--- src/design/cosim_pkg.sv ---
// Package for the cosine similarity block: widths, sequencer codes and control structs.
package cosim_pkg;

   // Sizing of the vectors and elements
   localparam int MAX_LENGTH = 1024;
   localparam int ELEM_W     = 16;
   localparam int FRAC_W     = ELEM_W - 1;
   localparam int LEN_W      = $clog2(MAX_LENGTH);

   // Accumulator and arithmetic widths
   localparam int NORM_W = 2 * ELEM_W - 1 + LEN_W;
   localparam int DOT_W  = NORM_W + 1;
   localparam int ROOT_W = (NORM_W + 1) / 2;
   localparam int DEN_W  = 2 * ROOT_W;
   localparam int MUL_W  = (ROOT_W + 1 > ELEM_W) ? ROOT_W + 1 : ELEM_W;
   localparam int PROD_W = 2 * MUL_W;
   localparam int QUO_W  = ELEM_W;
   localparam int DIV_W  = DOT_W + FRAC_W + 3;
   localparam int CNT_W  = $clog2((ROOT_W > QUO_W) ? ROOT_W : QUO_W);

   // Sequencer states
   typedef enum logic [3:0] {
      ST_IDLE,
      ST_MUL_AB,
      ST_MUL_AA,
      ST_MUL_BB,
      ST_ACC_BB,
      ST_SQRT_A,
      ST_SAVE_A,
      ST_SQRT_B,
      ST_MUL_DEN,
      ST_DIV_INIT,
      ST_DIV_OVF,
      ST_DIV_STEP,
      ST_FINISH
   } state_type;

   // Multiplier operand selection
   typedef enum logic [1:0] {
      MUL_AB,
      MUL_AA,
      MUL_BB,
      MUL_DEN
   } mul_sel_type;

   // Accumulator target for the registered product
   typedef enum logic [1:0] {
      ACC_NONE,
      ACC_DOT,
      ACC_NA,
      ACC_NB
   } acc_sel_type;

   // Sequencer to datapath
   typedef struct packed {
      logic        take;
      mul_sel_type mul_sel;
      acc_sel_type acc_sel;
      logic        sqrt_init_a;
      logic        sqrt_init_b;
      logic        sqrt_step;
      logic        div_init;
      logic        div_ovf;
      logic        div_step;
      logic        finish;
   } ctrl_type;

   // Datapath to sequencer
   typedef struct packed {
      logic cs_ge;
      logic zero_den;
   } stat_type;

endpackage

--- src/design/cosim_if.sv ---
// Valid/ready channel interfaces for element pairs and similarity results.
interface cosim_req_if;
   logic                                 valid;
   logic                                 ready;
   logic signed [cosim_pkg::ELEM_W-1:0]  elem_a;
   logic signed [cosim_pkg::ELEM_W-1:0]  elem_b;
   logic                                 present;
   logic                                 last;

   modport source (output valid, output elem_a, output elem_b, output present,
                   output last, input ready);
   modport sink   (input valid, input elem_a, input elem_b, input present,
                   input last, output ready);
endinterface

interface cosim_rsp_if;
   logic                                 valid;
   logic                                 ready;
   logic signed [cosim_pkg::ELEM_W-1:0]  similarity;
   logic                                 zero_denominator;

   modport source (output valid, output similarity, output zero_denominator,
                   input ready);
   modport sink   (input valid, input similarity, input zero_denominator,
                   output ready);
endinterface

--- src/design/cosim_cmpsub.sv ---
// Shared compare-and-subtract unit used by the square root and divide steps.
module cosim_cmpsub (
   input  logic [cosim_pkg::DIV_W-1:0] op_a,
   input  logic [cosim_pkg::DIV_W-1:0] op_b,
   output logic                        ge,
   output logic [cosim_pkg::DIV_W-1:0] diff
);
   import cosim_pkg::*;

   logic [DIV_W:0] wide_diff;

   // One wide subtract; the borrow gives the compare
   assign wide_diff = {1'b0, op_a} - {1'b0, op_b};
   assign ge        = ~wide_diff[DIV_W];
   assign diff      = wide_diff[DIV_W-1:0];
endmodule

--- src/design/cosim_datapath.sv ---
// Datapath: multiplier, saturating accumulators, square root and divide registers.
module cosim_datapath (
   input  logic                                clock,
   input  logic                                reset,
   input  cosim_pkg::ctrl_type                 ctrl,
   input  logic signed [cosim_pkg::ELEM_W-1:0] elem_a,
   input  logic signed [cosim_pkg::ELEM_W-1:0] elem_b,
   output cosim_pkg::stat_type                 stat,
   output logic signed [cosim_pkg::ELEM_W-1:0] sim,
   output logic                                zden
);
   import cosim_pkg::*;

   localparam logic signed [DOT_W:0] DOT_MAX = {2'b00, {(DOT_W-1){1'b1}}};
   localparam logic signed [DOT_W:0] DOT_MIN = {2'b11, {(DOT_W-1){1'b0}}};
   localparam logic [NORM_W-1:0] BIT_INIT = NORM_W'(1) << (2 * (ROOT_W - 1));
   localparam logic [QUO_W-1:0] POS_LIM = {1'b0, {(QUO_W-1){1'b1}}};
   localparam logic [QUO_W-1:0] NEG_LIM = {1'b1, {(QUO_W-1){1'b0}}};

   logic signed [ELEM_W-1:0] a_ff, a_in, b_ff, b_in;
   logic signed [PROD_W-1:0] prod_ff, prod_in;
   logic signed [DOT_W-1:0]  dot_ff, dot_in;
   logic [NORM_W-1:0]        na_ff, na_in, nb_ff, nb_in;
   logic                     seen_ff, seen_in;
   logic [NORM_W-1:0]        x_ff, x_in, res_ff, res_in, bit_ff, bit_in;
   logic [ROOT_W-1:0]        sqa_ff, sqa_in;
   logic [DIV_W-1:0]         rem_ff, rem_in, dsh_ff, dsh_in;
   logic [QUO_W-1:0]         quo_ff, quo_in;
   logic                     zden_ff, zden_in, sat_ff, sat_in;

   logic signed [MUL_W-1:0]  op_x, op_y;
   logic signed [DOT_W:0]    dot_sum;
   logic [NORM_W:0]          norm_sum, norm_acc;
   logic [NORM_W:0]          sq_trial;
   logic [DIV_W-1:0]         cs_a, cs_b, cs_diff;
   logic                     cs_ge;
   logic [DEN_W-1:0]         den;
   logic [DOT_W-1:0]         mag;
   logic                     neg;

   cosim_cmpsub u_cmpsub (
      .op_a (cs_a),
      .op_b (cs_b),
      .ge   (cs_ge),
      .diff (cs_diff)
   );

   // Multiplier operand select
   always_comb begin
      op_x = MUL_W'(a_ff);
      op_y = MUL_W'(b_ff);
      case (ctrl.mul_sel)
         MUL_AB: begin
            op_x = MUL_W'(a_ff);
            op_y = MUL_W'(b_ff);
         end
         MUL_AA: begin
            op_x = MUL_W'(a_ff);
            op_y = MUL_W'(a_ff);
         end
         MUL_BB: begin
            op_x = MUL_W'(b_ff);
            op_y = MUL_W'(b_ff);
         end
         MUL_DEN: begin
            op_x = signed'({{(MUL_W-ROOT_W){1'b0}}, sqa_ff});
            op_y = signed'({{(MUL_W-ROOT_W){1'b0}}, res_ff[ROOT_W-1:0]});
         end
         default: begin
            op_x = MUL_W'(a_ff);
            op_y = MUL_W'(b_ff);
         end
      endcase
   end

   assign prod_in = op_x * op_y;

   // Saturating sums of the registered product (dot sum is signed on both sides)
   assign dot_sum = (DOT_W+1)'(dot_ff) + signed'(prod_ff[DOT_W:0]);
   always_comb begin
      norm_acc = {1'b0, na_ff};
      if (ctrl.acc_sel == ACC_NB) begin
         norm_acc = {1'b0, nb_ff};
      end
      norm_sum = norm_acc + prod_ff[NORM_W:0];
   end

   // Compare-subtract operands: square root trial or divide remainder
   assign sq_trial = {1'b0, res_ff} + {1'b0, bit_ff};
   assign cs_a     = ctrl.sqrt_step ? DIV_W'(x_ff) : rem_ff;
   assign cs_b     = ctrl.sqrt_step ? DIV_W'(sq_trial) : dsh_ff;

   assign den  = prod_ff[DEN_W-1:0];
   assign neg  = dot_ff[DOT_W-1];
   assign mag  = neg ? DOT_W'(-dot_ff) : DOT_W'(dot_ff);

   assign stat.cs_ge    = cs_ge;
   assign stat.zero_den = ~seen_ff | (den == '0);

   // Next-state logic for the datapath registers other than the product
   always_comb begin
      a_in    = a_ff;
      b_in    = b_ff;
      dot_in  = dot_ff;
      na_in   = na_ff;
      nb_in   = nb_ff;
      seen_in = seen_ff;
      x_in    = x_ff;
      res_in  = res_ff;
      bit_in  = bit_ff;
      sqa_in  = sqa_ff;
      rem_in  = rem_ff;
      dsh_in  = dsh_ff;
      quo_in  = quo_ff;
      zden_in = zden_ff;
      sat_in  = sat_ff;

      if (ctrl.take) begin
         a_in = elem_a;
         b_in = elem_b;
      end

      // accumulate with saturation
      case (ctrl.acc_sel)
         ACC_DOT: begin
            seen_in = 1'b1;
            if (dot_sum > DOT_MAX) begin
               dot_in = DOT_MAX[DOT_W-1:0];
            end else if (dot_sum < DOT_MIN) begin
               dot_in = DOT_MIN[DOT_W-1:0];
            end else begin
               dot_in = dot_sum[DOT_W-1:0];
            end
         end
         ACC_NA: na_in = norm_sum[NORM_W] ? '1 : norm_sum[NORM_W-1:0];
         ACC_NB: nb_in = norm_sum[NORM_W] ? '1 : norm_sum[NORM_W-1:0];
         default: ;
      endcase

      // square root: start, one digit per step
      if (ctrl.sqrt_init_a) begin
         x_in   = na_ff;
         res_in = '0;
         bit_in = BIT_INIT;
      end
      if (ctrl.sqrt_init_b) begin
         sqa_in = res_ff[ROOT_W-1:0];
         x_in   = nb_ff;
         res_in = '0;
         bit_in = BIT_INIT;
      end
      if (ctrl.sqrt_step) begin
         if (cs_ge) begin
            x_in   = cs_diff[NORM_W-1:0];
            res_in = (res_ff >> 1) + bit_ff;
         end else begin
            res_in = res_ff >> 1;
         end
         bit_in = bit_ff >> 2;
      end

      // rounded divide: dividend 2*mag*2^F + den, divisor 2*den
      if (ctrl.div_init) begin
         zden_in = stat.zero_den;
         rem_in  = (DIV_W'(mag) << (FRAC_W + 1)) + DIV_W'(den);
         dsh_in  = DIV_W'(den) << (QUO_W + 1);
         quo_in  = '0;
      end
      if (ctrl.div_ovf) begin
         sat_in = cs_ge;
         dsh_in = dsh_ff >> 1;
      end
      if (ctrl.div_step) begin
         if (cs_ge) begin
            rem_in = cs_diff;
         end
         quo_in = {quo_ff[QUO_W-2:0], cs_ge};
         dsh_in = dsh_ff >> 1;
      end

      // clear for the next vector pair
      if (ctrl.finish) begin
         dot_in  = '0;
         na_in   = '0;
         nb_in   = '0;
         seen_in = 1'b0;
      end
   end

   always_ff @(posedge clock) begin
      if (reset) begin
         dot_ff  <= '0;
         na_ff   <= '0;
         nb_ff   <= '0;
         seen_ff <= 1'b0;
      end else begin
         dot_ff  <= dot_in;
         na_ff   <= na_in;
         nb_ff   <= nb_in;
         seen_ff <= seen_in;
      end
   end

   always_ff @(posedge clock) begin
      a_ff    <= a_in;
      b_ff    <= b_in;
      prod_ff <= prod_in;
      x_ff    <= x_in;
      res_ff  <= res_in;
      bit_ff  <= bit_in;
      sqa_ff  <= sqa_in;
      rem_ff  <= rem_in;
      dsh_ff  <= dsh_in;
      quo_ff  <= quo_in;
      zden_ff <= zden_in;
      sat_ff  <= sat_in;
   end

   // Final sign, saturation and zero cases
   always_comb begin
      zden = zden_ff;
      if (zden_ff) begin
         sim = '0;
      end else if (neg) begin
         sim = (sat_ff || quo_ff > NEG_LIM) ? signed'(NEG_LIM) : signed'(-quo_ff);
      end else begin
         sim = (sat_ff || quo_ff > POS_LIM) ? signed'(POS_LIM) : signed'(quo_ff);
      end
   end
endmodule

--- src/design/cosim_ctrl.sv ---
// Sequencer: steps the shared multiplier and compare-subtract unit through each item.
module cosim_ctrl (
   input  logic                clock,
   input  logic                reset,
   input  logic                req_valid,
   input  logic                req_present,
   input  logic                req_last,
   input  logic                out_busy,
   input  cosim_pkg::stat_type stat,
   output logic                req_ready,
   output cosim_pkg::ctrl_type ctrl
);
   import cosim_pkg::*;

   state_type        state_ff, state_in;
   logic [CNT_W-1:0] cnt_ff, cnt_in;
   logic             last_ff, last_in;
   logic             accept;

   assign req_ready = (state_ff == ST_IDLE);
   assign accept    = req_valid & req_ready;

   always_ff @(posedge clock) begin
      if (reset) begin
         state_ff <= ST_IDLE;
         cnt_ff   <= '0;
         last_ff  <= 1'b0;
      end else begin
         state_ff <= state_in;
         cnt_ff   <= cnt_in;
         last_ff  <= last_in;
      end
   end

   // Next state and control strobes
   always_comb begin
      state_in         = state_ff;
      cnt_in           = cnt_ff;
      last_in          = last_ff;
      ctrl             = '0;
      ctrl.mul_sel     = MUL_DEN;
      ctrl.acc_sel     = ACC_NONE;

      unique case (state_ff)
         ST_IDLE: begin
            if (accept) begin
               ctrl.take = 1'b1;
               last_in   = req_last;
               if (req_present) begin
                  state_in = ST_MUL_AB;
               end else if (req_last) begin
                  ctrl.sqrt_init_a = 1'b1;
                  cnt_in           = '0;
                  state_in         = ST_SQRT_A;
               end
            end
         end
         ST_MUL_AB: begin
            ctrl.mul_sel = MUL_AB;
            state_in     = ST_MUL_AA;
         end
         ST_MUL_AA: begin
            ctrl.mul_sel = MUL_AA;
            ctrl.acc_sel = ACC_DOT;
            state_in     = ST_MUL_BB;
         end
         ST_MUL_BB: begin
            ctrl.mul_sel = MUL_BB;
            ctrl.acc_sel = ACC_NA;
            state_in     = ST_ACC_BB;
         end
         ST_ACC_BB: begin
            ctrl.acc_sel = ACC_NB;
            if (last_ff) begin
               ctrl.sqrt_init_a = 1'b1;
               cnt_in           = '0;
               state_in         = ST_SQRT_A;
            end else begin
               state_in = ST_IDLE;
            end
         end
         ST_SQRT_A: begin
            ctrl.sqrt_step = 1'b1;
            cnt_in         = cnt_ff + 1'b1;
            if (cnt_ff == CNT_W'(ROOT_W - 1)) begin
               state_in = ST_SAVE_A;
            end
         end
         ST_SAVE_A: begin
            ctrl.sqrt_init_b = 1'b1;
            cnt_in           = '0;
            state_in         = ST_SQRT_B;
         end
         ST_SQRT_B: begin
            ctrl.sqrt_step = 1'b1;
            cnt_in         = cnt_ff + 1'b1;
            if (cnt_ff == CNT_W'(ROOT_W - 1)) begin
               state_in = ST_MUL_DEN;
            end
         end
         ST_MUL_DEN: begin
            ctrl.mul_sel = MUL_DEN;
            state_in     = ST_DIV_INIT;
         end
         ST_DIV_INIT: begin
            ctrl.div_init = 1'b1;
            state_in      = stat.zero_den ? ST_FINISH : ST_DIV_OVF;
         end
         ST_DIV_OVF: begin
            ctrl.div_ovf = 1'b1;
            cnt_in       = '0;
            state_in     = stat.cs_ge ? ST_FINISH : ST_DIV_STEP;
         end
         ST_DIV_STEP: begin
            ctrl.div_step = 1'b1;
            cnt_in        = cnt_ff + 1'b1;
            if (cnt_ff == CNT_W'(QUO_W - 1)) begin
               state_in = ST_FINISH;
            end
         end
         ST_FINISH: begin
            if (!out_busy) begin
               ctrl.finish = 1'b1;
               state_in    = ST_IDLE;
            end
         end
         default: state_in = ST_IDLE;
      endcase
   end
endmodule

--- src/design/cosine_similarity.sv ---
// Top level of the streaming cosine similarity block.
// Element pairs (signed Q1.15) arrive one transaction at a time; after a pair is
// accepted the input stays busy until its products are accumulated, because one
// 22x22 multiplier forms a*b, a*a and b*b in turn and feeds the saturating
// accumulators. A transaction without a pair and not marked last frees the input
// at once. On the transaction marked last the block then runs on one shared
// compare-subtract unit: two 21-step integer square roots of the norms, their
// product on the multiplier, and a 16-step restoring divide with round-half-away
// rounding and saturation to Q1.15. The result sits in an output register, so a new
// vector pair may start while it waits; a further result waits until that register
// is free. An empty vector or a zero norm gives similarity 0 with zero_denominator
// set. The block needs no clearing pass after reset.
module cosine_similarity (
   input logic         clock,
   input logic         reset,
   cosim_req_if.sink   req_chan,
   cosim_rsp_if.source rsp_chan
);
   import cosim_pkg::*;

   ctrl_type                 ctrl;
   stat_type                 stat;
   logic                     req_ready;
   logic                     out_busy;
   logic signed [ELEM_W-1:0] sim;
   logic                     zden;

   logic                     rsp_valid_ff, rsp_valid_in;
   logic signed [ELEM_W-1:0] rsp_sim_ff, rsp_sim_in;
   logic                     rsp_zden_ff, rsp_zden_in;

   cosim_ctrl u_ctrl (
      .clock       (clock),
      .reset       (reset),
      .req_valid   (req_chan.valid),
      .req_present (req_chan.present),
      .req_last    (req_chan.last),
      .out_busy    (out_busy),
      .stat        (stat),
      .req_ready   (req_ready),
      .ctrl        (ctrl)
   );

   cosim_datapath u_datapath (
      .clock  (clock),
      .reset  (reset),
      .ctrl   (ctrl),
      .elem_a (req_chan.elem_a),
      .elem_b (req_chan.elem_b),
      .stat   (stat),
      .sim    (sim),
      .zden   (zden)
   );

   assign req_chan.ready = req_ready;
   assign out_busy       = rsp_valid_ff & ~rsp_chan.ready;

   // Output register
   always_comb begin
      rsp_valid_in = rsp_valid_ff & ~rsp_chan.ready;
      rsp_sim_in   = rsp_sim_ff;
      rsp_zden_in  = rsp_zden_ff;
      if (ctrl.finish) begin
         rsp_valid_in = 1'b1;
         rsp_sim_in   = sim;
         rsp_zden_in  = zden;
      end
   end

   always_ff @(posedge clock) begin
      if (reset) begin
         rsp_valid_ff <= 1'b0;
      end else begin
         rsp_valid_ff <= rsp_valid_in;
      end
   end

   always_ff @(posedge clock) begin
      rsp_sim_ff  <= rsp_sim_in;
      rsp_zden_ff <= rsp_zden_in;
   end

   assign rsp_chan.valid            = rsp_valid_ff;
   assign rsp_chan.similarity       = rsp_sim_ff;
   assign rsp_chan.zero_denominator = rsp_zden_ff;

   // A result is loaded only into a free output slot
   assert property (@(posedge clock) disable iff (reset)
      ctrl.finish |-> (!rsp_valid_ff || rsp_chan.ready))
      else $error("result loaded over a pending response");

   // A transaction with no pair and no last mark frees the input at once
   assert property (@(posedge clock) disable iff (reset)
      (req_chan.valid && req_chan.ready && !req_chan.present && !req_chan.last)
      |=> req_chan.ready)
      else $error("input not ready after an empty transaction");

   // A zero denominator always comes with a zero similarity
   assert property (@(posedge clock) disable iff (reset)
      (rsp_valid_ff && rsp_zden_ff) |-> (rsp_sim_ff == '0))
      else $error("nonzero similarity with zero denominator");

   // The sequencer is back in idle right after a result
   assert property (@(posedge clock) disable iff (reset)
      ctrl.finish |=> req_chan.ready)
      else $error("sequencer did not return to idle after a result");
endmodule

--- src/flat_wrapper.sv ---
// flat-port wrapper written by rule: the top's interface ports become plain ports
module cosine_similarity_flat import cosim_pkg::*;
  (clock, reset, req_chan_valid, req_chan_elem_a, req_chan_elem_b, req_chan_present, req_chan_last, req_chan_ready, rsp_chan_valid, rsp_chan_similarity, rsp_chan_zero_denominator, rsp_chan_ready);
  cosim_req_if req_chan_i ();
  cosim_rsp_if rsp_chan_i ();
  input logic clock;
  input logic reset;
  input wire logic [$bits(req_chan_i.valid)-1:0] req_chan_valid;
  input wire logic [$bits(req_chan_i.elem_a)-1:0] req_chan_elem_a;
  input wire logic [$bits(req_chan_i.elem_b)-1:0] req_chan_elem_b;
  input wire logic [$bits(req_chan_i.present)-1:0] req_chan_present;
  input wire logic [$bits(req_chan_i.last)-1:0] req_chan_last;
  output wire logic [$bits(req_chan_i.ready)-1:0] req_chan_ready;
  output wire logic [$bits(rsp_chan_i.valid)-1:0] rsp_chan_valid;
  output wire logic [$bits(rsp_chan_i.similarity)-1:0] rsp_chan_similarity;
  output wire logic [$bits(rsp_chan_i.zero_denominator)-1:0] rsp_chan_zero_denominator;
  input wire logic [$bits(rsp_chan_i.ready)-1:0] rsp_chan_ready;
  assign req_chan_i.valid = req_chan_valid;
  assign req_chan_i.elem_a = req_chan_elem_a;
  assign req_chan_i.elem_b = req_chan_elem_b;
  assign req_chan_i.present = req_chan_present;
  assign req_chan_i.last = req_chan_last;
  assign req_chan_ready = req_chan_i.ready;
  assign rsp_chan_valid = rsp_chan_i.valid;
  assign rsp_chan_similarity = rsp_chan_i.similarity;
  assign rsp_chan_zero_denominator = rsp_chan_i.zero_denominator;
  assign rsp_chan_i.ready = rsp_chan_ready;
  cosine_similarity u_core (.clock(clock), .reset(reset), .req_chan(req_chan_i), .rsp_chan(rsp_chan_i));
endmodule
--- config.mk ---
export PLATFORM = sky130hd
export DESIGN_NAME = cosine_similarity_flat
export DESIGN_NICKNAME = d
export VERILOG_FILES = /design/src/design/cosim_pkg.sv /design/src/design/cosim_if.sv /design/src/design/cosim_cmpsub.sv /design/src/design/cosim_datapath.sv /design/src/design/cosim_ctrl.sv /design/src/design/cosine_similarity.sv /design/src/flat_wrapper.sv
export SDC_FILE = /design/constraint.sdc
export NUM_CORES = 2
export LEC_CHECK = 0
export ABC_AREA = 1
export CORE_MARGIN = 4
export CORE_UTILIZATION = 50
export CTS_CLUSTER_DIAMETER = 40
export DETAILED_ROUTE_END_ITERATION = 10
export DONT_BUFFER_PORTS = 1
export HOLD_SLACK_MARGIN = 0.05
export PLACE_DENSITY = 0.77
export SLEW_MARGIN = 20
export SYNTH_ARGS = -nofsm -noshare
export SYNTH_HDL_FRONTEND = slang
export SYNTH_HIERARCHICAL = 1
export SYNTH_SLANG_ARGS = --single-unit
--- constraint.sdc ---
create_clock -name clock -period 13.06 [get_ports clock]
set_input_delay 2.612 -clock clock [delete_from_list [all_inputs] [get_ports clock]]
set_output_delay 2.612 -clock clock [all_outputs]
set_load 0.01 [all_outputs]
; ---- Word-level counts from Yosys, hierarchy flattened
; Index checks and enable logic that the tools add are counted.
[totals]
regBits = 489
in_bits = 38
elab_cells = 157
[classes]
n_addsub = 9
multipliers = 1
n_lt_le_gt_ge = 4
eq_ne = 29
n_mux = 64
bitwise_logic = 6
reduce_logical = 20
[ops]
columns = operator, count
row1 = $mux 41, 12
row2 = $mux 60, 4
row3 = $pmux 22 s3, 2
row4 = $mux 42, 3
row5 = $mux 59, 2
row6 = $mux 58, 2
row7 = $mux 16, 5
row8 = $sub 60x59->61, 1
row9 = $add 58x42->59, 1
row10 = $pmux 4 s13, 1
row11 = $add 42x43->43, 1
row12 = $gt 43x42->1 const B, 1
row13 = $lt 43x42->1 const B, 1
row14 = $mul 22x22->43, 1
row15 = $add 41x41->42, 1
row16 = $add 41x42->42, 1
row17 = $logic_not 42->1, 1
row18 = $neg 42->42, 1
row19 = $add 40x41->41, 1
row20 = $mux 39, 1
row21 = $mux 4, 7
row22 = $eq 4x4->1 const B, 5
row23 = $mux 5, 4
row24 = $pmux 5 s4, 1
row25 = 32 further kinds, 73

; ---- Longest topological paths before layout
[logic_depth]
word_depth = 8
ltp_mapped = 39

; ---- By module
; Netlist, hierarchy kept.
[modules_own_cells]
columns = mod, instances, cells_per_inst, area_each_um2
row1 = cosim_datapath, 1, 6975, 50578.5
row2 = cosim_cmpsub, 1, 1224, 5723.0
row3 = cosim_ctrl, 1, 149, 883.3
row4 = cosine_similarity, 1, 23, 556.8

; ---- Least setup slack after synthesis
; Ideal clock, no wire load.
[synth_path]
path_kind = register to register
startpoint = register u_core.u_ctrl.state_ff[0]
endpoint = register u_core.u_datapath.prod_ff[42]
setup_ps = 124
t_arrival_ps = 7742
required_ps = 12936
path_slack_ps = 5194
stages_incl_launch_ff = 33
period_less_slack_ps = 7866
path_cell_list = dfxtp_1 > nand2_4 > inv_1 > nor2_1 > nand2_1 > buf_2 > nand2_1 > inv_2 > buf_2 > nand2_1 > o211ai_1 > clkbuf_1 > nand2_1 > fa_1 > inv_1 > fa_1 > inv_1 > fa_1 > inv_1 > fa_1 > fa_1 > fa_1 > inv_1 > fa_1 > inv_1 > ha_1 > a21oi_1 > inv_1 > a31oi_1 > o21ai_0 > a221oi_1 > nand3_1 > xor2_1
[synth_rtl]
columns = item, line_no
row1 = from (decl), cosim_ctrl.sv:15  ; state_type state_ff, state_in;
row2 = from (signal assigned), cosim_ctrl.sv:29  ; state_ff <= state_in;
row3 = to (signal assigned), cosim_datapath.sv:207  ; prod_ff <= prod_in;
row4 = to (decl), cosim_datapath.sv:21  ; logic signed [PROD_W-1:0] prod_ff, prod_in;

==> impl_metrics.py <==
metrics = {
    "clocking": {
        "hold_buffers": 0,
        "cts_buffers": 81,
        "insertion_delay_ns": 0.66,
        "htreeDepth": 3,
        "clk_pin_slew_ns": 0.06,
        "tritoncts": "done",
        "cts_root_buf": "clkbuf_16",
        "cts.sinks": 489,
        "cts.repair.resized": 0,
        "cts_setup_buffers": 0,
        "clockBufferDepth": 3,
    },
    "layout": {
        "drive_above_1_share": 0.0559,
        "final_util": 0.541,
        "area_delta_synth_final_pct": 7.21,
        "n_antenna_cell": 0,
        "nNetsFinal": 9155,
    },
    "worst_hold_path": {
        "hold_depth": 2,
        "whs_endpoint": "u_core/u_ctrl/cnt_ff[3]",
        "hold_class": "reg2reg",
        "min_from": "u_core/u_ctrl/cnt_ff[3]",
    },
    "sta": {
        "fin_crit_sh": 0.802,
        "setup_viol_count_final": 0,
        "setup_ws_ns": 2.59,
        "drv_slew": 0,
        "timing.fmax_ghz": 0.0955,
        "rsz0062_at_grt": "false",
        "fin_crit_ns": 10.47,
        "slew_headroom": 0.214,
        "holdWs_ns": 0.455,
        "finalHoldViolCount": 0,
        "worst_pin_slew_ns": 1.17,
        "finClkSkew_ns": 0.0422,
        "setup_tns_ns": 0,
    },
    "routing": {
        "ant_nets": 0,
        "route.met3.wl_um": 20800,
        "drt-pass1-iter-count": 11,
        "m1WireLength_um": 80700,
        "met2_length_um": 87900,
        "top_layer": "met4",
        "wirelength_um": 200000,
        "drc": 1,
        "wire_per_inst_um": 20.4,
        "viasPerCell": 5.69,
        "drt_iter0_drc": 6068,
        "vias": 56100,
    },
    "yosys": {
        "synth_seq_cells": 489,
        "synth-async-reset-ratio": 0,
        "yosys-top-cells-area": "fa_1, nand2_1, edfxtp_1, inv_1, dfxtp_1",
        "yosysSeqAreaShare": 0.206,
        "yosysWarnings": 6,
        "synthCells": 8371,
        "syn_area_per_cell_um2": 6.90,
        "ys.flop_type": "dfxtp_1",
        "synth_cell_type_count": 68,
        "synth_area_mm2": 0.0577,
        "yosys.area.top_type_share": 0.173,
        "syn-num-nets": 9256,
        "synth.largest_area_cell": "fa_1",
        "synth_edf_count": 208,
    },
    "worst_setup_path": {
        "critical_path_required_ns": 13.62,
        "r2r_slack_ns": 2.59,
        "r2r-start": "u_core/u_ctrl/state_ff[2]",
        "cp-start-kind": "register",
        "end_kind": "register",
        "crit_top_cell": "fa_1",
        "cpMaxStageDelayCell": "clkinv_1",
        "startpoint": "u_core/u_ctrl/state_ff[2]",
        "cpPeakStageDelay_ns": 0.78,
        "cp_max_fo": 26,
        "reg2regPathDepth": 29,
        "r2r_end": "u_core/u_datapath/prod_ff[34]",
        "crit_family": "adder cells",
        "critPathArrivalTime_ns": 11.03,
        "worst-setup-path-type": "reg2reg",
        "path_buf_inv": 6,
    },
    "floorplan": {
        "coreArea_mm2": 0.115,
        "die_y_um": 348,
        "io_pins": 57,
        "die_x_um": 348,
        "dieArea_mm2": 0.121,
        "initial_core_util": 0.504,
        "fp-row-count": 124,
    },
    "run_status": {
        "violations": "design-rule violations",
        "status": "finished, violations left",
    },
    "run": {
        "drv_cap": 0,
    },
    "grt": {
        "grt_remaining_overflow": 0,
        "grt_pass1_wl_um": 308000,
        "grt_pass1_vias": 53600,
        "grt_antenna_before_repair": 3,
        "grt_use_total": 0.326,
        "grt_max_degree": 175,
    },
    "placement": {
        "routabilityCongestion": 1.05,
        "io_buffers": 0,
        "pre_cts_ws_ns": 3.04,
        "hpwl_um": 160000,
    },
}
-- per-stage QoR --
| stage | instances | area (um^2) |
|---|---|---|
| after floorplan | 8371 | 57700 |
| after global placement | 9698 | 59100 |
| after detailed placement | 9698 | 59100 |
| after CTS | 9849 | 61900 |
| after global routing | 9850 | 61900 |
| final | 9850 | 61900 |
-- synth_stat cells, types with 40 or more instances --
library cell  count
nand2_1        1976
inv_1          1590
nor2_1          964
o21ai_0         534
fa_1            498
a21oi_1         489
ha_1            349
dfxtp_1         281
nand3_1         266
edfxtp_1        208
clkbuf_1        186
xor2_1          128
a31oi_1          99
xnor2_1          84
nand4_1          64
nand2_2          62
nor2_2           61
nor3_1           46
o21bai_1         44
nor4_1           40
-- logic make-up after synthesis --
group | synth area share
muxes | 0.000390
and+or+nand+nor | 0.259
DFF | 0.206
AOI/OAI and AO/OA | 0.131
other | 0.0000649
xor gates and xnor gates | 0.0322
adders and majority gates | 0.248
buffers and inverters | 0.123
-- flip-flops by register name, indices dropped and copies added, names as in the netlist --
register / flops
u_core/u_ctrl/state_ff: 4
u_core/rsp_chan.similarity: 16
u_core/u_datapath/x_ff: 41
u_core/u_datapath/bit_ff: 21
u_core/u_datapath/a_ff: 16
u_core/u_datapath/na_ff: 41
u_core/u_datapath/seen_ff: 1
u_core/u_datapath/nb_ff: 41
u_core/u_datapath/dot_ff: 42
u_core/u_datapath/dsh_ff: 59
u_core/u_datapath/quo_ff: 16
u_core/u_ctrl/cnt_ff: 5
u_core/rsp_chan.valid: 1
u_core/u_datapath/sqa_ff: 21
u_core/u_datapath/sat_ff: 1
u_core/u_datapath/prod_ff: 43
u_core/rsp_chan.zero_denominator: 1
u_core/u_datapath/b_ff: 16
u_core/u_datapath/res_ff: 41
u_core/u_ctrl/last_ff: 1
u_core/u_datapath/rem_ff: 60
u_core/u_datapath/zden: 1
-- cell usage in the layout (no fill, tap or decap), types with 38 or more instances in the layout --
cell type     n
o21ai_1      38
nor4_1       40
nor2_2       64
fa_1        498
a21oi_1     489
dfxtp_1     280
ha_1        349
nand3_1     266
nor2_1      957
xor2_1      128
o21bai_1     44
o21ai_0     528
buf_4        50
clkbuf_16    83
nand2_2      66
inv_1      1587
nor3_1       46
nand2_1    1972
nand4_1      64
edfxtp_1    208
a31oi_1      98
xnor2_1      84
-- per-layer routing --
| layer | vias up | GRT usage |
|---|---|---|
| met4 | 0 | 0.154 |
| met2 | 2920 | 0.512 |
| met1 | 26500 | 0.439 |
| li1 | 26000 | - |
| met3 | 557 | 0.0576 |
| met5 | - | 0 |
-- layout make-up --
type                       count  area (um^2)
inverter                    1632         6130
sequential                   489        11900
multi-input combinational   6015        38800
clock inverter                59          653
fill                       11100        52600
tap                         1512         1890
clock buffer                  92         2150
timing repair buffer          51          395
-- worst register-to-register path: cells and delay by family (launching register included) --
family	cells	cell delay, ns
adder cells (fa/ha/maj)	8	3.83
AND/OR/NAND/NOR	10	2.35
AO/OA/AOI/OAI	4	1.86
buffers and inverters	6	1.70
flip-flops	1	0.48
XOR/XNOR	1	0.16
-- worst max-delay path by stage --
stage,endpoint,cells after the start
2_1_floorplan,u_core/u_datapath/prod_ff[42],32
3_3_place_gp,u_core/u_datapath/prod_ff[34],28
3_5_place_dp,u_core/u_datapath/prod_ff[34],29
4_1_cts,u_core/u_datapath/prod_ff[34],29
5_1_grt,u_core/u_datapath/prod_ff[34],29
6_report,u_core/u_datapath/prod_ff[34],29
Power is not shown: default switching activity piles up to over one toggle a cycle in this logic, so the estimate is an artifact.
